--- src/mrrpm_pkg.sv ---
package mrrpm_pkg;

  // Fixed field widths
  localparam int CMD_W   = 2;
  localparam int SEL_W   = 2;
  localparam int SLOT_W  = 10;
  localparam int OVR_W   = 32;
  localparam int ACTV_W  = 3;

  localparam logic [OVR_W-1:0]  OVR_MAX     = '1;
  localparam logic [ACTV_W-1:0] ACTV_RESET  = ACTV_W'(1);

  // Request command codes
  typedef enum logic [CMD_W-1:0] {
    CMD_STATUS   = 2'd0,
    CMD_ADV_HEAD = 2'd1,
    CMD_ADV_TAIL = 2'd2,
    CMD_FLUSH    = 2'd3
  } cmd_t;

  // Controller states
  typedef enum logic {
    ST_IDLE,
    ST_SCAN
  } state_t;

  // Controller to datapath
  typedef struct packed {
    logic accept;     // take request, apply command, restart scan
    logic scan_step;  // fold one reader into the occupancy max
    logic load_out;   // move status into the result register
  } ctrl_cmd_t;

  // Datapath to controller
  typedef struct packed {
    logic scan_done;
    logic out_free;
  } ctrl_sts_t;

  // Low slot bits of a zero-extended index
  function automatic logic [SLOT_W-1:0] slot_of(input logic [31:0] v);
    slot_of = v[SLOT_W-1:0];
  endfunction

endpackage

--- src/mrrpm_req_if.sv ---
interface mrrpm_req_if;
  logic                         valid;
  logic                         ready;
  logic [mrrpm_pkg::CMD_W-1:0]  cmd;
  logic [mrrpm_pkg::SEL_W-1:0]  reader_select;

  modport source (output valid, output cmd, output reader_select, input ready);
  modport sink   (input valid, input cmd, input reader_select, output ready);
endinterface

--- src/mrrpm_rsp_if.sv ---
interface mrrpm_rsp_if;
  logic                         valid;
  logic                         ready;
  logic [mrrpm_pkg::SLOT_W-1:0] head_slot;
  logic [mrrpm_pkg::SLOT_W-1:0] tail_slot;
  logic                         reader_empty;
  logic                         full_flag;
  logic [mrrpm_pkg::OVR_W-1:0]  overrun_count;
  logic [mrrpm_pkg::SLOT_W-1:0] used_slots;

  modport source (output valid, output head_slot, output tail_slot, output reader_empty,
                  output full_flag, output overrun_count, output used_slots, input ready);
  modport sink   (input valid, input head_slot, input tail_slot, input reader_empty,
                  input full_flag, input overrun_count, input used_slots, output ready);
endinterface

--- src/mrrpm_cfg_if.sv ---
interface mrrpm_cfg_if;
  logic                         valid;
  logic                         ready;
  logic [mrrpm_pkg::ACTV_W-1:0] active_readers;

  modport source (output valid, output active_readers, input ready);
  modport sink   (input valid, input active_readers, output ready);
endinterface

--- src/multi_reader_ring_pointer_manager.sv ---
// Pointer manager for a ring with one writer and up to MAX_READERS readers.
//
// req (sink): cmd and reader_select. Commands are status only, advance head,
//   advance the selected reader's tail, and flush all tails to the head.
// rsp (source): one status result per request, with values after the
//   command: head and selected tail slots, empty, full, overrun count and
//   the largest occupancy over the active readers.
// cfg (sink): writes active_readers; ready out of reset, write only while idle.
//
// Timing: a request is applied at the edge it is accepted, then the
// occupancy is found by a scan that visits one active reader per cycle.
// The result is registered once the scan of the clipped active reader
// count ends, and the next request is taken only after that load.
// Reset (rst, synchronous) zeroes head, tails, full and overrun, sets
// active_readers to 1 and empties the result register. While rsp is
// stalled the finished result is held and one more request may be accepted
// and scanned; it then waits for the result register to drain.
module multi_reader_ring_pointer_manager #(
  parameter int DEPTH       = 1024,
  parameter int MAX_READERS = 4
) (
  input logic          clk,
  input logic          rst,
  mrrpm_req_if.sink    req,
  mrrpm_rsp_if.source  rsp,
  mrrpm_cfg_if.sink    cfg
);
  import mrrpm_pkg::*;

  ctrl_cmd_t ctl;
  ctrl_sts_t sts;

  assign cfg.ready = !rst;

  // Sequencer
  mrrpm_ctrl u_ctrl (
    .clk      (clk),
    .rst      (rst),
    .in_valid (req.valid),
    .in_ready (req.ready),
    .sts      (sts),
    .ctl      (ctl)
  );

  // Pointers, scan and result register
  mrrpm_dp #(
    .DEPTH       (DEPTH),
    .MAX_READERS (MAX_READERS)
  ) u_dp (
    .clk           (clk),
    .rst           (rst),
    .ctl           (ctl),
    .sts           (sts),
    .req_cmd       (req.cmd),
    .req_sel       (req.reader_select),
    .cfg_we        (cfg.valid),
    .cfg_data      (cfg.active_readers),
    .out_ready     (rsp.ready),
    .out_valid     (rsp.valid),
    .head_slot     (rsp.head_slot),
    .tail_slot     (rsp.tail_slot),
    .reader_empty  (rsp.reader_empty),
    .full_flag     (rsp.full_flag),
    .overrun_count (rsp.overrun_count),
    .used_slots    (rsp.used_slots)
  );

endmodule

--- src/mrrpm_ctrl.sv ---
module mrrpm_ctrl (
  input  logic                  clk,
  input  logic                  rst,
  input  logic                  in_valid,
  output logic                  in_ready,
  input  mrrpm_pkg::ctrl_sts_t  sts,
  output mrrpm_pkg::ctrl_cmd_t  ctl
);
  import mrrpm_pkg::*;

  state_t state, state_next;

  // State register
  always_ff @(posedge clk) begin
    if (rst) begin
      state <= ST_IDLE;
    end else begin
      state <= state_next;
    end
  end

  // Next state
  always_comb begin
    state_next = state;
    case (state)
      ST_IDLE: begin
        if (in_valid) state_next = ST_SCAN;
      end
      ST_SCAN: begin
        if (sts.scan_done && sts.out_free) state_next = ST_IDLE;
      end
      default: state_next = ST_IDLE;
    endcase
  end

  // Outputs; no request is taken while in reset
  always_comb begin
    in_ready      = 1'b0;
    ctl.accept    = 1'b0;
    ctl.scan_step = 1'b0;
    ctl.load_out  = 1'b0;
    case (state)
      ST_IDLE: begin
        in_ready   = !rst;
        ctl.accept = in_valid && !rst;
      end
      ST_SCAN: begin
        ctl.scan_step = !sts.scan_done;
        ctl.load_out  = sts.scan_done && sts.out_free;
      end
      default: begin
        in_ready = 1'b0;
      end
    endcase
  end

endmodule

--- src/mrrpm_dp.sv ---
module mrrpm_dp #(
  parameter int DEPTH       = 1024,
  parameter int MAX_READERS = 4
) (
  input  logic                          clk,
  input  logic                          rst,
  input  mrrpm_pkg::ctrl_cmd_t          ctl,
  output mrrpm_pkg::ctrl_sts_t          sts,
  // request payload
  input  logic [mrrpm_pkg::CMD_W-1:0]   req_cmd,
  input  logic [mrrpm_pkg::SEL_W-1:0]   req_sel,
  // register write
  input  logic                          cfg_we,
  input  logic [mrrpm_pkg::ACTV_W-1:0]  cfg_data,
  // result side
  input  logic                          out_ready,
  output logic                          out_valid,
  output logic [mrrpm_pkg::SLOT_W-1:0]  head_slot,
  output logic [mrrpm_pkg::SLOT_W-1:0]  tail_slot,
  output logic                          reader_empty,
  output logic                          full_flag,
  output logic [mrrpm_pkg::OVR_W-1:0]   overrun_count,
  output logic [mrrpm_pkg::SLOT_W-1:0]  used_slots
);
  import mrrpm_pkg::*;

  localparam int IW = (DEPTH > 1) ? $clog2(DEPTH) : 1;
  localparam int CW = $clog2(MAX_READERS + 1);

  // Pointer state
  logic [IW-1:0]     head;
  logic [IW-1:0]     tails [MAX_READERS];
  logic              full_mark;
  logic [OVR_W-1:0]  overrun;
  logic [ACTV_W-1:0] active_readers;

  // Scan state
  logic [SEL_W-1:0]  sel_q;
  logic [CW-1:0]     scan_idx;
  logic [IW-1:0]     used_acc;

  cmd_t          cmd;
  logic [CW-1:0] n_act;
  logic [IW-1:0] head_inc;
  logic          blocked;
  logic          sel_ok_in;
  logic [IW-1:0] tail_in;
  logic [IW-1:0] tail_in_inc;
  logic [IW-1:0] scan_tail;
  logic [IW-1:0] scan_dist;
  logic          sel_ok_q;
  logic [IW-1:0] tail_q;

  function automatic logic [IW-1:0] next_slot(input logic [IW-1:0] x);
    logic [IW:0] s;
    s = {1'b0, x} + (IW+1)'(1);
    if (s >= (IW+1)'(DEPTH)) next_slot = '0;
    else                     next_slot = s[IW-1:0];
  endfunction

  assign cmd = cmd_t'(req_cmd);

  // Effective reader count, clipped to the number built
  always_comb begin
    if (32'(active_readers) > MAX_READERS) n_act = CW'(MAX_READERS);
    else                                   n_act = CW'(active_readers);
  end

  // Head advance check against every active tail
  assign head_inc = next_slot(head);
  always_comb begin
    blocked = 1'b0;
    for (int i = 0; i < MAX_READERS; i++) begin
      if (CW'(i) < n_act && tails[i] == head_inc) blocked = 1'b1;
    end
  end

  // Tail of the requested reader
  assign sel_ok_in = 32'(req_sel) < MAX_READERS;
  always_comb begin
    tail_in = head;
    for (int i = 0; i < MAX_READERS; i++) begin
      if (32'(req_sel) == i) tail_in = tails[i];
    end
  end
  assign tail_in_inc = next_slot(tail_in);

  // Tail under the scan pointer and its distance behind head
  always_comb begin
    scan_tail = head;
    for (int i = 0; i < MAX_READERS; i++) begin
      if (scan_idx == CW'(i)) scan_tail = tails[i];
    end
  end
  always_comb begin
    logic [IW:0] wrap;
    wrap = ({1'b0, head} + (IW+1)'(DEPTH)) - {1'b0, scan_tail};
    if (head >= scan_tail) scan_dist = head - scan_tail;
    else                   scan_dist = wrap[IW-1:0];
  end

  // Reported reader's tail
  assign sel_ok_q = 32'(sel_q) < MAX_READERS;
  always_comb begin
    tail_q = head;
    for (int i = 0; i < MAX_READERS; i++) begin
      if (sel_ok_q && 32'(sel_q) == i) tail_q = tails[i];
    end
  end

  assign sts.scan_done = scan_idx >= n_act;
  assign sts.out_free  = !out_valid || out_ready;

  // Register write
  always_ff @(posedge clk) begin
    if (rst) begin
      active_readers <= ACTV_RESET;
    end else if (cfg_we) begin
      active_readers <= cfg_data;
    end
  end

  // Command execution
  always_ff @(posedge clk) begin
    if (rst) begin
      head      <= '0;
      full_mark <= 1'b0;
      overrun   <= '0;
      for (int i = 0; i < MAX_READERS; i++) tails[i] <= '0;
    end else if (ctl.accept) begin
      case (cmd)
        CMD_ADV_HEAD: begin
          if (blocked) begin
            full_mark <= 1'b1;
            if (overrun != OVR_MAX) overrun <= overrun + OVR_W'(1);
          end else begin
            head      <= head_inc;
            full_mark <= 1'b0;
          end
        end
        CMD_ADV_TAIL: begin
          if (sel_ok_in && tail_in != head) begin
            for (int i = 0; i < MAX_READERS; i++) begin
              if (32'(req_sel) == i) tails[i] <= tail_in_inc;
            end
          end
        end
        CMD_FLUSH: begin
          for (int i = 0; i < MAX_READERS; i++) tails[i] <= head;
          full_mark <= 1'b0;
        end
        default: begin
          full_mark <= full_mark;
        end
      endcase
    end
  end

  // Occupancy scan, one reader per cycle
  always_ff @(posedge clk) begin
    if (rst) begin
      scan_idx <= '0;
    end else if (ctl.accept) begin
      scan_idx <= '0;
    end else if (ctl.scan_step) begin
      scan_idx <= scan_idx + CW'(1);
    end
  end

  always_ff @(posedge clk) begin
    if (ctl.accept) begin
      sel_q    <= req_sel;
      used_acc <= '0;
    end else if (ctl.scan_step && scan_dist > used_acc) begin
      used_acc <= scan_dist;
    end
  end

  // Result register
  always_ff @(posedge clk) begin
    if (rst) begin
      out_valid <= 1'b0;
    end else if (ctl.load_out) begin
      out_valid <= 1'b1;
    end else if (out_ready) begin
      out_valid <= 1'b0;
    end
  end

  always_ff @(posedge clk) begin
    if (ctl.load_out) begin
      head_slot     <= slot_of(32'(head));
      tail_slot     <= slot_of(32'(tail_q));
      reader_empty  <= (tail_q == head);
      full_flag     <= full_mark;
      overrun_count <= overrun;
      used_slots    <= slot_of(32'(used_acc));
    end
  end

endmodule

--- src/flat_wrapper.sv ---
// flat-port wrapper written by rule: the top's interface ports become plain ports
module multi_reader_ring_pointer_manager_flat import mrrpm_pkg::*;
#(
  parameter int DEPTH       = 1024,
  parameter int MAX_READERS = 4
)
  (clk, rst, req_valid, req_cmd, req_reader_select, req_ready, rsp_valid, rsp_head_slot, rsp_tail_slot, rsp_reader_empty, rsp_full_flag, rsp_overrun_count, rsp_used_slots, rsp_ready, cfg_valid, cfg_active_readers, cfg_ready);
  mrrpm_req_if req_i ();
  mrrpm_rsp_if rsp_i ();
  mrrpm_cfg_if cfg_i ();
  input logic clk;
  input logic rst;
  input wire logic [$bits(req_i.valid)-1:0] req_valid;
  input wire logic [$bits(req_i.cmd)-1:0] req_cmd;
  input wire logic [$bits(req_i.reader_select)-1:0] req_reader_select;
  output wire logic [$bits(req_i.ready)-1:0] req_ready;
  output wire logic [$bits(rsp_i.valid)-1:0] rsp_valid;
  output wire logic [$bits(rsp_i.head_slot)-1:0] rsp_head_slot;
  output wire logic [$bits(rsp_i.tail_slot)-1:0] rsp_tail_slot;
  output wire logic [$bits(rsp_i.reader_empty)-1:0] rsp_reader_empty;
  output wire logic [$bits(rsp_i.full_flag)-1:0] rsp_full_flag;
  output wire logic [$bits(rsp_i.overrun_count)-1:0] rsp_overrun_count;
  output wire logic [$bits(rsp_i.used_slots)-1:0] rsp_used_slots;
  input wire logic [$bits(rsp_i.ready)-1:0] rsp_ready;
  input wire logic [$bits(cfg_i.valid)-1:0] cfg_valid;
  input wire logic [$bits(cfg_i.active_readers)-1:0] cfg_active_readers;
  output wire logic [$bits(cfg_i.ready)-1:0] cfg_ready;
  assign req_i.valid = req_valid;
  assign req_i.cmd = req_cmd;
  assign req_i.reader_select = req_reader_select;
  assign req_ready = req_i.ready;
  assign rsp_valid = rsp_i.valid;
  assign rsp_head_slot = rsp_i.head_slot;
  assign rsp_tail_slot = rsp_i.tail_slot;
  assign rsp_reader_empty = rsp_i.reader_empty;
  assign rsp_full_flag = rsp_i.full_flag;
  assign rsp_overrun_count = rsp_i.overrun_count;
  assign rsp_used_slots = rsp_i.used_slots;
  assign rsp_i.ready = rsp_ready;
  assign cfg_i.valid = cfg_valid;
  assign cfg_i.active_readers = cfg_active_readers;
  assign cfg_ready = cfg_i.ready;
  multi_reader_ring_pointer_manager #(.DEPTH(DEPTH), .MAX_READERS(MAX_READERS)) u_core (.clk(clk), .rst(rst), .req(req_i), .rsp(rsp_i), .cfg(cfg_i));
endmodule
--- config.mk ---
export PLATFORM = sky130hd
export DESIGN_NAME = multi_reader_ring_pointer_manager_flat
export DESIGN_NICKNAME = d
export VERILOG_FILES = /design/src/mrrpm_pkg.sv /design/src/mrrpm_req_if.sv /design/src/mrrpm_rsp_if.sv /design/src/mrrpm_cfg_if.sv /design/src/multi_reader_ring_pointer_manager.sv /design/src/mrrpm_ctrl.sv /design/src/mrrpm_dp.sv /design/src/flat_wrapper.sv
export SDC_FILE = /design/constraint.sdc
export NUM_CORES = 1
export LEC_CHECK = 0
export BUFFER_PORTS_ARGS = -buffer_cell sky130_fd_sc_hd__clkbuf_2
export CELL_PAD_IN_SITES_DETAIL_PLACEMENT = 0
export CELL_PAD_IN_SITES_GLOBAL_PLACEMENT = 1
export CORE_ASPECT_RATIO = 1.1
export CORE_UTILIZATION = 40
export CTS_CLUSTER_DIAMETER = 60
export DETAILED_ROUTE_END_ITERATION = 10
export PLACE_DENSITY = 0.67
export SLEW_MARGIN = 0
export SYNTH_ARGS = -nofsm -noshare
export SYNTH_HDL_FRONTEND = slang
export SYNTH_SLANG_ARGS = --single-unit
--- constraint.sdc ---
create_clock -name clk -period 6.45 [get_ports clk]
set_input_delay 0.3225 -clock clk [delete_from_list [all_inputs] [get_ports clk]]
set_output_delay 0.3225 -clock clk [all_outputs]
set_load 0.05 [all_outputs]
==> out/metrics.csv, run 1 <==
metric,value,unit
CP Capture Type,flop,
post-DP HPWL,19.4,mm
Hold Path Origin,cfg_active_readers[0],
H-tree levels,4,
Die Y,165,um
skew final,0.00983,ns
Detailed Route Iter0 Violations,507,
commonest cells in the netlist,"edfxtp_1 (106), nor2_1 (63), dfxtp_1 (61)",
synth top area cells,"edfxtp_1 (33%), dfxtp_1 (13%), mux4_2 (4.7%)",
CP Launch Point,u_core.u_dp.scan_idx[1]$_SDFFE_PP0P_,
Worst-Margin Slew,1.17,ns
initial antenna violation count,0,
fin area,10900,um^2
period utilisation layout,81.0,%
Post-CTS Hold Buffers,0,
Vias,7617,
PortBufs,78,
Hold Path End,u_core.u_dp.active_readers[0]$_SDFFE_PP1P_,
Worst-path clk slew,0.06,ns
setup TNS,0,ns
1st-pass router iterations,9,
Worst VDD drop,166,uV
Routability Congestion,0.863,
multi-input logic area,4850,um^2
Final min period,5.23,ns
syn_nets,968,
setup bufs post-CTS,0,
Cell variety after synth,73,
Max Cap Viol,0,
Main synth FF type,edfxtp_1,
DRC viols,2,
share of layout cells above drive strength 1,17.3,%
area delta synth->final,13.0,%
Gate Count Post-Synth,923,
DR vias/cell,5.89,
Pwr Density,263,nW/um^2
CTS tree,yes,
clock insertion delay at the later pin of the skew report,0.44,ns
Peak Freq,191,MHz
vias in the first global route,7091,
Core ar.,23600,um^2
sequential element share of the synthesized area,45.8,%
Crit Path Class,reg -> reg,
TritonCTS Sinks,167,
asr flop ratio synth,0,%
Max Slew Vio Count,0,
Initial Utilization,40.7,%
I/O pin total,79,
Critical R2R Capture,u_core.u_dp.used_acc[6]$_SDFFE_PP0P_,
Worst R2R Setup Slack,1.22,ns
synthesized area,9620,um^2
die width,150,um
"Hold Violations, Final",0,
first-pass GRT wire length,41.6,mm
CTS Buf Count,17,
# setup viols final,0,
Synth top area share,33.1,%
"FF+latch count, synth",167,
pin count of the biggest net entering global routing,54,
FF/Latch Area,4400,um^2
failing checks,DRC,
CTS Root Cell,clkbuf_16,
Core Rows,59,
Overall Global Routing Usage,22.7,%
Area after DPL,10300,um^2
"Avg Cell Area, Syn",10.4,um^2
filler cell count,2265,
leakage,4.08,nW
HP Class,in -> reg,
Worst Reg-to-Reg Cells,24,
"area leader, netlist",edfxtp_1,
status,finished with violations,
"EDFF count, synth",106,
RR Startpoint,u_core.u_dp.scan_idx[1]$_SDFFE_PP0P_,
die area,24700,um^2
most frequent cell after synthesis,edfxtp_1,
final wirelength,27.2,mm
Ys Warns,0,
hold path depth,3,
CP required,6.77,ns
Final ANT Viol Nets,0,
fin nets,1021,
CTS Buffer Depth,2,
crit path launch type,flop,
unrepaired setup endpoints after global routing,no,
routed len/inst,21.0,um
cts repair resizes,0,
n_diodes,0,
crit-path max FO,12,
Max-slew headroom,21.3,%
Worst EP arrival,5.54,ns
Overflow after GRT,0,
==> power breakdown <==
part | switching [mW] | internal (mW)
sequential | 0.0593 | 1.22
combinational | 0.350 | 0.197
clock | 0.466 | 0.567
==> metal layers <==
metal / global-route usage (%) / up-vias / share of wire [%]
li1: - / 3592 / -
met1: 29.3 / 3691 / 43
met2: 37.7 / 280 / 48
met3: 3.40 / 54 / 5.8
met4: 9.83 / 0 / 3.0
met5: 0 / - / 0
==> worst max path at each step <==
stage | end
after global placement | u_core.u_dp.used_acc[5]$_SDFFE_PP0P_
after CTS | u_core.u_dp.used_acc[6]$_SDFFE_PP0P_
after floorplan | u_core.u_dp.used_acc[3]$_SDFFE_PP0P_
final | u_core.u_dp.used_acc[6]$_SDFFE_PP0P_
after detailed placement | u_core.u_dp.used_acc[6]$_SDFFE_PP0P_
after global routing | u_core.u_dp.used_acc[6]$_SDFFE_PP0P_
==> flip-flops by register name, summed over array words and instances (netlist names), 2 cells and up <==
| register | cells |
|---|---|
| u_core.u_dp.sel_q | 2 |
| u_core.u_dp.used_slots | 10 |
| u_core.u_dp.used_acc | 10 |
| u_core.u_dp.tail_slot | 10 |
| u_core.u_dp.head | 10 |
| u_core.u_dp.head_slot | 10 |
| u_core.u_dp.active_readers | 3 |
| u_core.u_dp.overrun | 32 |
| u_core.u_dp.overrun_count | 32 |
| u_core.u_dp.tails | 40 |
| u_core.u_dp.scan_idx | 3 |
==> cell usage in the layout, fill, tap and decap left out, types with 13 or more instances in the layout <==
| master | count |
|---|---|
| edfxtp_1 | 106 |
| nor2_1 | 63 |
| nor2b_1 | 13 |
| clkbuf_2 | 78 |
| dfxtp_1 | 61 |
| mux2i_1 | 17 |
| or4_1 | 13 |
| o21ai_0 | 57 |
| nand3_1 | 26 |
| a21oi_1 | 59 |
| mux4_2 | 20 |
| nand4_1 | 23 |
| a22o_1 | 20 |
| xnor2_1 | 39 |
| a211oi_1 | 13 |
| clkbuf_16 | 18 |
| inv_1 | 39 |
| ha_1 | 32 |
| nor3_1 | 20 |
| xor2_1 | 17 |
| buf_4 | 15 |
| and3_1 | 15 |
| or3_1 | 22 |
| nand2_1 | 49 |
==> metrics by stage <==
step	util [%]	instances	worst slack, ns	total power [mW]	hold slack, ns
2_1_floorplan	-	923	1.92	1.69	0.408
3_3_place_gp	43.5	1262	1.44	1.84	0.447
3_5_place_dp	43.5	1262	1.29	1.85	0.424
4_1_cts	46.0	1294	1.26	2.88	0.134
5_1_grt	46.0	1294	0.661	2.99	0.151
6_report	46.0	1294	1.22	2.86	0.146
==> layout make-up <==
cell class,count,share of cell area (%)
Clock inverter,14,1.27
Sequential cell,167,40.5
Timing Repair Buffer,93,4.63
Inverter,39,1.35
Clock buffer,18,4.14
Multi-Input combinational cell,658,44.6
Tap cell,305,3.51
==> kinds of logic after synthesis <==
group	count (synthesis)	synth area share [%]
buffers and inverters	98	4.10
muxes	50	7.97
AOI/OAI and AO/OA	224	15.2
adders and majority gates	33	4.37
and+or+nand+nor	288	15.8
DFF	167	45.8
xor gates and xnor gates	63	6.75
==> worst max-delay path, cell delays in order (launching register included) <==
cell,delay [ns]
dfxtp_1,0.41
inv_1,0.09
ha_1,0.34
nor2b_1,0.62
a22oi_1,0.14
nor2_1,0.13
a21oi_1,0.05
a21oi_1,0.15
mux2_2,0.19
inv_1,0.05
ha_1,0.26
nor2b_1,0.12
o21ai_0,0.21
a21boi_0,0.15
o21ai_0,0.23
nor2b_1,0.19
xnor2_1,0.17
ha_1,0.30
a21o_1,0.18
o21ai_0,0.18
a21oi_1,0.10
o31ai_2,0.33
buf_4,0.27
mux2i_1,0.21
nor2_1,0.06
No activity file was read; power rests on OpenSTA's default activity.
==> inputs of run 2 (changes only) <==
PLACE_DENSITY = 0.7   (was 0.67)
clock period = 4.7 ns   (was 6.45 ns; I/O delays follow)
==> run 2 against run 1 <==
Net effect: the run now ends clean; cell area is 1.7% higher; clock power grew 39%; hold slack got worse by 0.12 ns; largest cell class unchanged; largest power group unchanged; clock skew up 0.0043 ns; critical endpoint is now u_core.u_dp.used_acc[0]$_SDFFE_PP0P_; sequential share of layout area down 0.67 points; non-clock buffer count increased by 17; power grew 38%.
==> out/metrics.csv, run 2 (synthesis gave the netlist of run 1 again) <==
metric,value,unit
CTS tree,yes,
Post-CTS Hold Buffers,0,
initial antenna violation count,0,
status,finished clean,
Crit Path Class,reg -> reg,
"commonest non-fill, non-tap cell in the layout",edfxtp_1,
pin count of the biggest net entering global routing,56,
leakage,4.19,nW
post-DP HPWL,20.0,mm
CP required,5.07,ns
fin nets,1038,
Worst-path clk slew,0.07,ns
top flop regs,"u_core.u_dp.tails (40), u_core.u_dp.overrun (32), u_core.u_dp.overrun_count (32)",
# setup viols final,0,
setup bufs post-CTS,0,
Core ar.,23600,um^2
Routability Congestion,0.897,
DRC viols,0,
cts repair resizes,0,
Vias,7572,
1st-pass router iterations,5,
CTS Buffer Depth,2,
metal3 WL,1.51,mm
Peak Freq,229,MHz
crit path launch type,flop,
"Hold Violations, Final",0,
Pwr Density,358,nW/um^2
Final Util,46.8,%
"commonest non-fill, non-tap cells in the layout","edfxtp_1 (106), clkbuf_2 (78), nor2_1 (63)",
RR Startpoint,u_core.u_dp.scan_idx[0]$_SDFFE_PP0P_,
CP Launch Point,u_core.u_dp.scan_idx[0]$_SDFFE_PP0P_,
HP Class,in -> reg,
Overall Global Routing Usage,22.8,%
Max Slew Vio Count,0,
Worst-Margin Slew,0.919,ns
Worst EP arrival,4.74,ns
crit-path max FO,9,
H-tree levels,4,
period utilisation layout,93.0,%
area delta synth->final,14.9,%
top routing layer in use,met4,
fin area,11100,um^2
Final ANT Viol Nets,0,
TritonCTS Sinks,167,
skew final,0.0141,ns
Final min period,4.37,ns
n_diodes,0,
vias in the first global route,7218,
Core Rows,59,
Overflow after GRT,0,
DR vias/cell,5.78,
final wirelength,27.0,mm
Die Y,165,um
largest reg by FF count,u_core.u_dp.tails,
PortBufs,78,
routed len/inst,20.6,um
met1 WL,11.4,mm
Detailed Route Iter0 Violations,559,
first-pass GRT wire length,42.0,mm
CTS Root Cell,clkbuf_16,
unrepaired setup endpoints after global routing,no,
die area,24700,um^2
I/O pin total,79,
Worst VDD drop,225,uV
die width,150,um
Max-slew headroom,38.1,%
Hold Path Origin,cfg_active_readers[0],
CTS Buf Count,17,
setup TNS,0,ns
clock insertion delay at the later pin of the skew report,0.44,ns
CP Capture Type,flop,
wire length on met2,13.2,mm
Max Cap Viol,0,
Area after DPL,10400,um^2
Initial Utilization,40.7,%
share of layout cells above drive strength 1,20.0,%
max reg flops,40,
-- run 2: changes by cell type in the layout (fill, tap and decap cells not counted), moves of 2 or more --
cell,change
buf_4,+16
o21ai_0,-4
o21ai_2,+3
a21oi_1,-2
a21oi_2,+2
clkinv_4,+2
nor2b_1,-2
nor2b_2,+2
nor3_1,-2
nor3_2,+2
-- run 2: path summary, 6_finish.rpt --
path / end / slack (ns) / cells after the start
hold / removal: u_core.u_dp.active_readers[0]$_SDFFE_PP1P_ / 0.03 / 3
setup reg to reg: u_core.u_dp.used_acc[0]$_SDFFE_PP0P_ / 0.33 / 24
hold reg to reg: u_core.u_dp.used_slots[1]$_DFFE_PP_ / 0.46 / 0
setup / recovery: u_core.u_dp.used_acc[0]$_SDFFE_PP0P_ / 0.33 / 24
-- run 2: final cells by class --
cell class                      count  area (um^2)
Inverter                           39          146
Fill cell                        2251        12600
Sequential cell                   167         4410
Timing Repair Buffer              110          643
Multi-Input combinational cell    658         4890
Tap cell                          305          382
Clock inverter                     15          166
Clock buffer                       17          425
-- run 2: critical path, cell delays in order, from the launching register on --
cell      delay [ns]
dfxtp_1         0.36
inv_1           0.11
ha_1            0.23
nor2b_2         0.16
buf_4           0.16
a22oi_1         0.14
o211ai_1        0.10
o21ai_0         0.09
o21ai_1         0.11
ha_1            0.24
fa_2            0.37
o21ai_2         0.13
a21oi_2         0.08
o21bai_1        0.20
a21oi_2         0.10
o21ai_1         0.15
xor2_1          0.23
ha_1            0.28
nand4_1         0.13
nor3_2          0.06
nor3_2          0.18
o31ai_2         0.10
buf_4           0.18
or2_2           0.28
a21oi_1         0.12
-- run 2: layer usage --
layer | GRT usage (%) | vias up
met1 | 28.8 | 3662
li1 | - | 3625
met3 | 3.59 | 41
met4 | 9.09 | 0
met2 | 39.0 | 244
met5 | 0 | -
-- run 2: power breakdown --
part / switching [mW] / internal [mW]
clock network: 0.630 / 0.796
logic: 0.490 / 0.289
registers: 0.0790 / 1.67
total: 1.20 / 2.76
-- run 2: metrics by stage --
| stage | total power [mW] | std cells | worst slack (ns) | hold slack [ns] |
|---|---|---|---|---|
| 2_1_floorplan | 2.33 | 923 | 0.171 | 0.334 |
| 3_3_place_gp | 2.54 | 1279 | 0.302 | 0.448 |
| 3_5_place_dp | 2.54 | 1279 | 0.207 | 0.449 |
| 4_1_cts | 3.97 | 1311 | 0.0744 | 0.0160 |
| 5_1_grt | 4.14 | 1311 | 0.00696 | 0.0459 |
| 6_report | 3.95 | 1311 | 0.327 | 0.0273 |
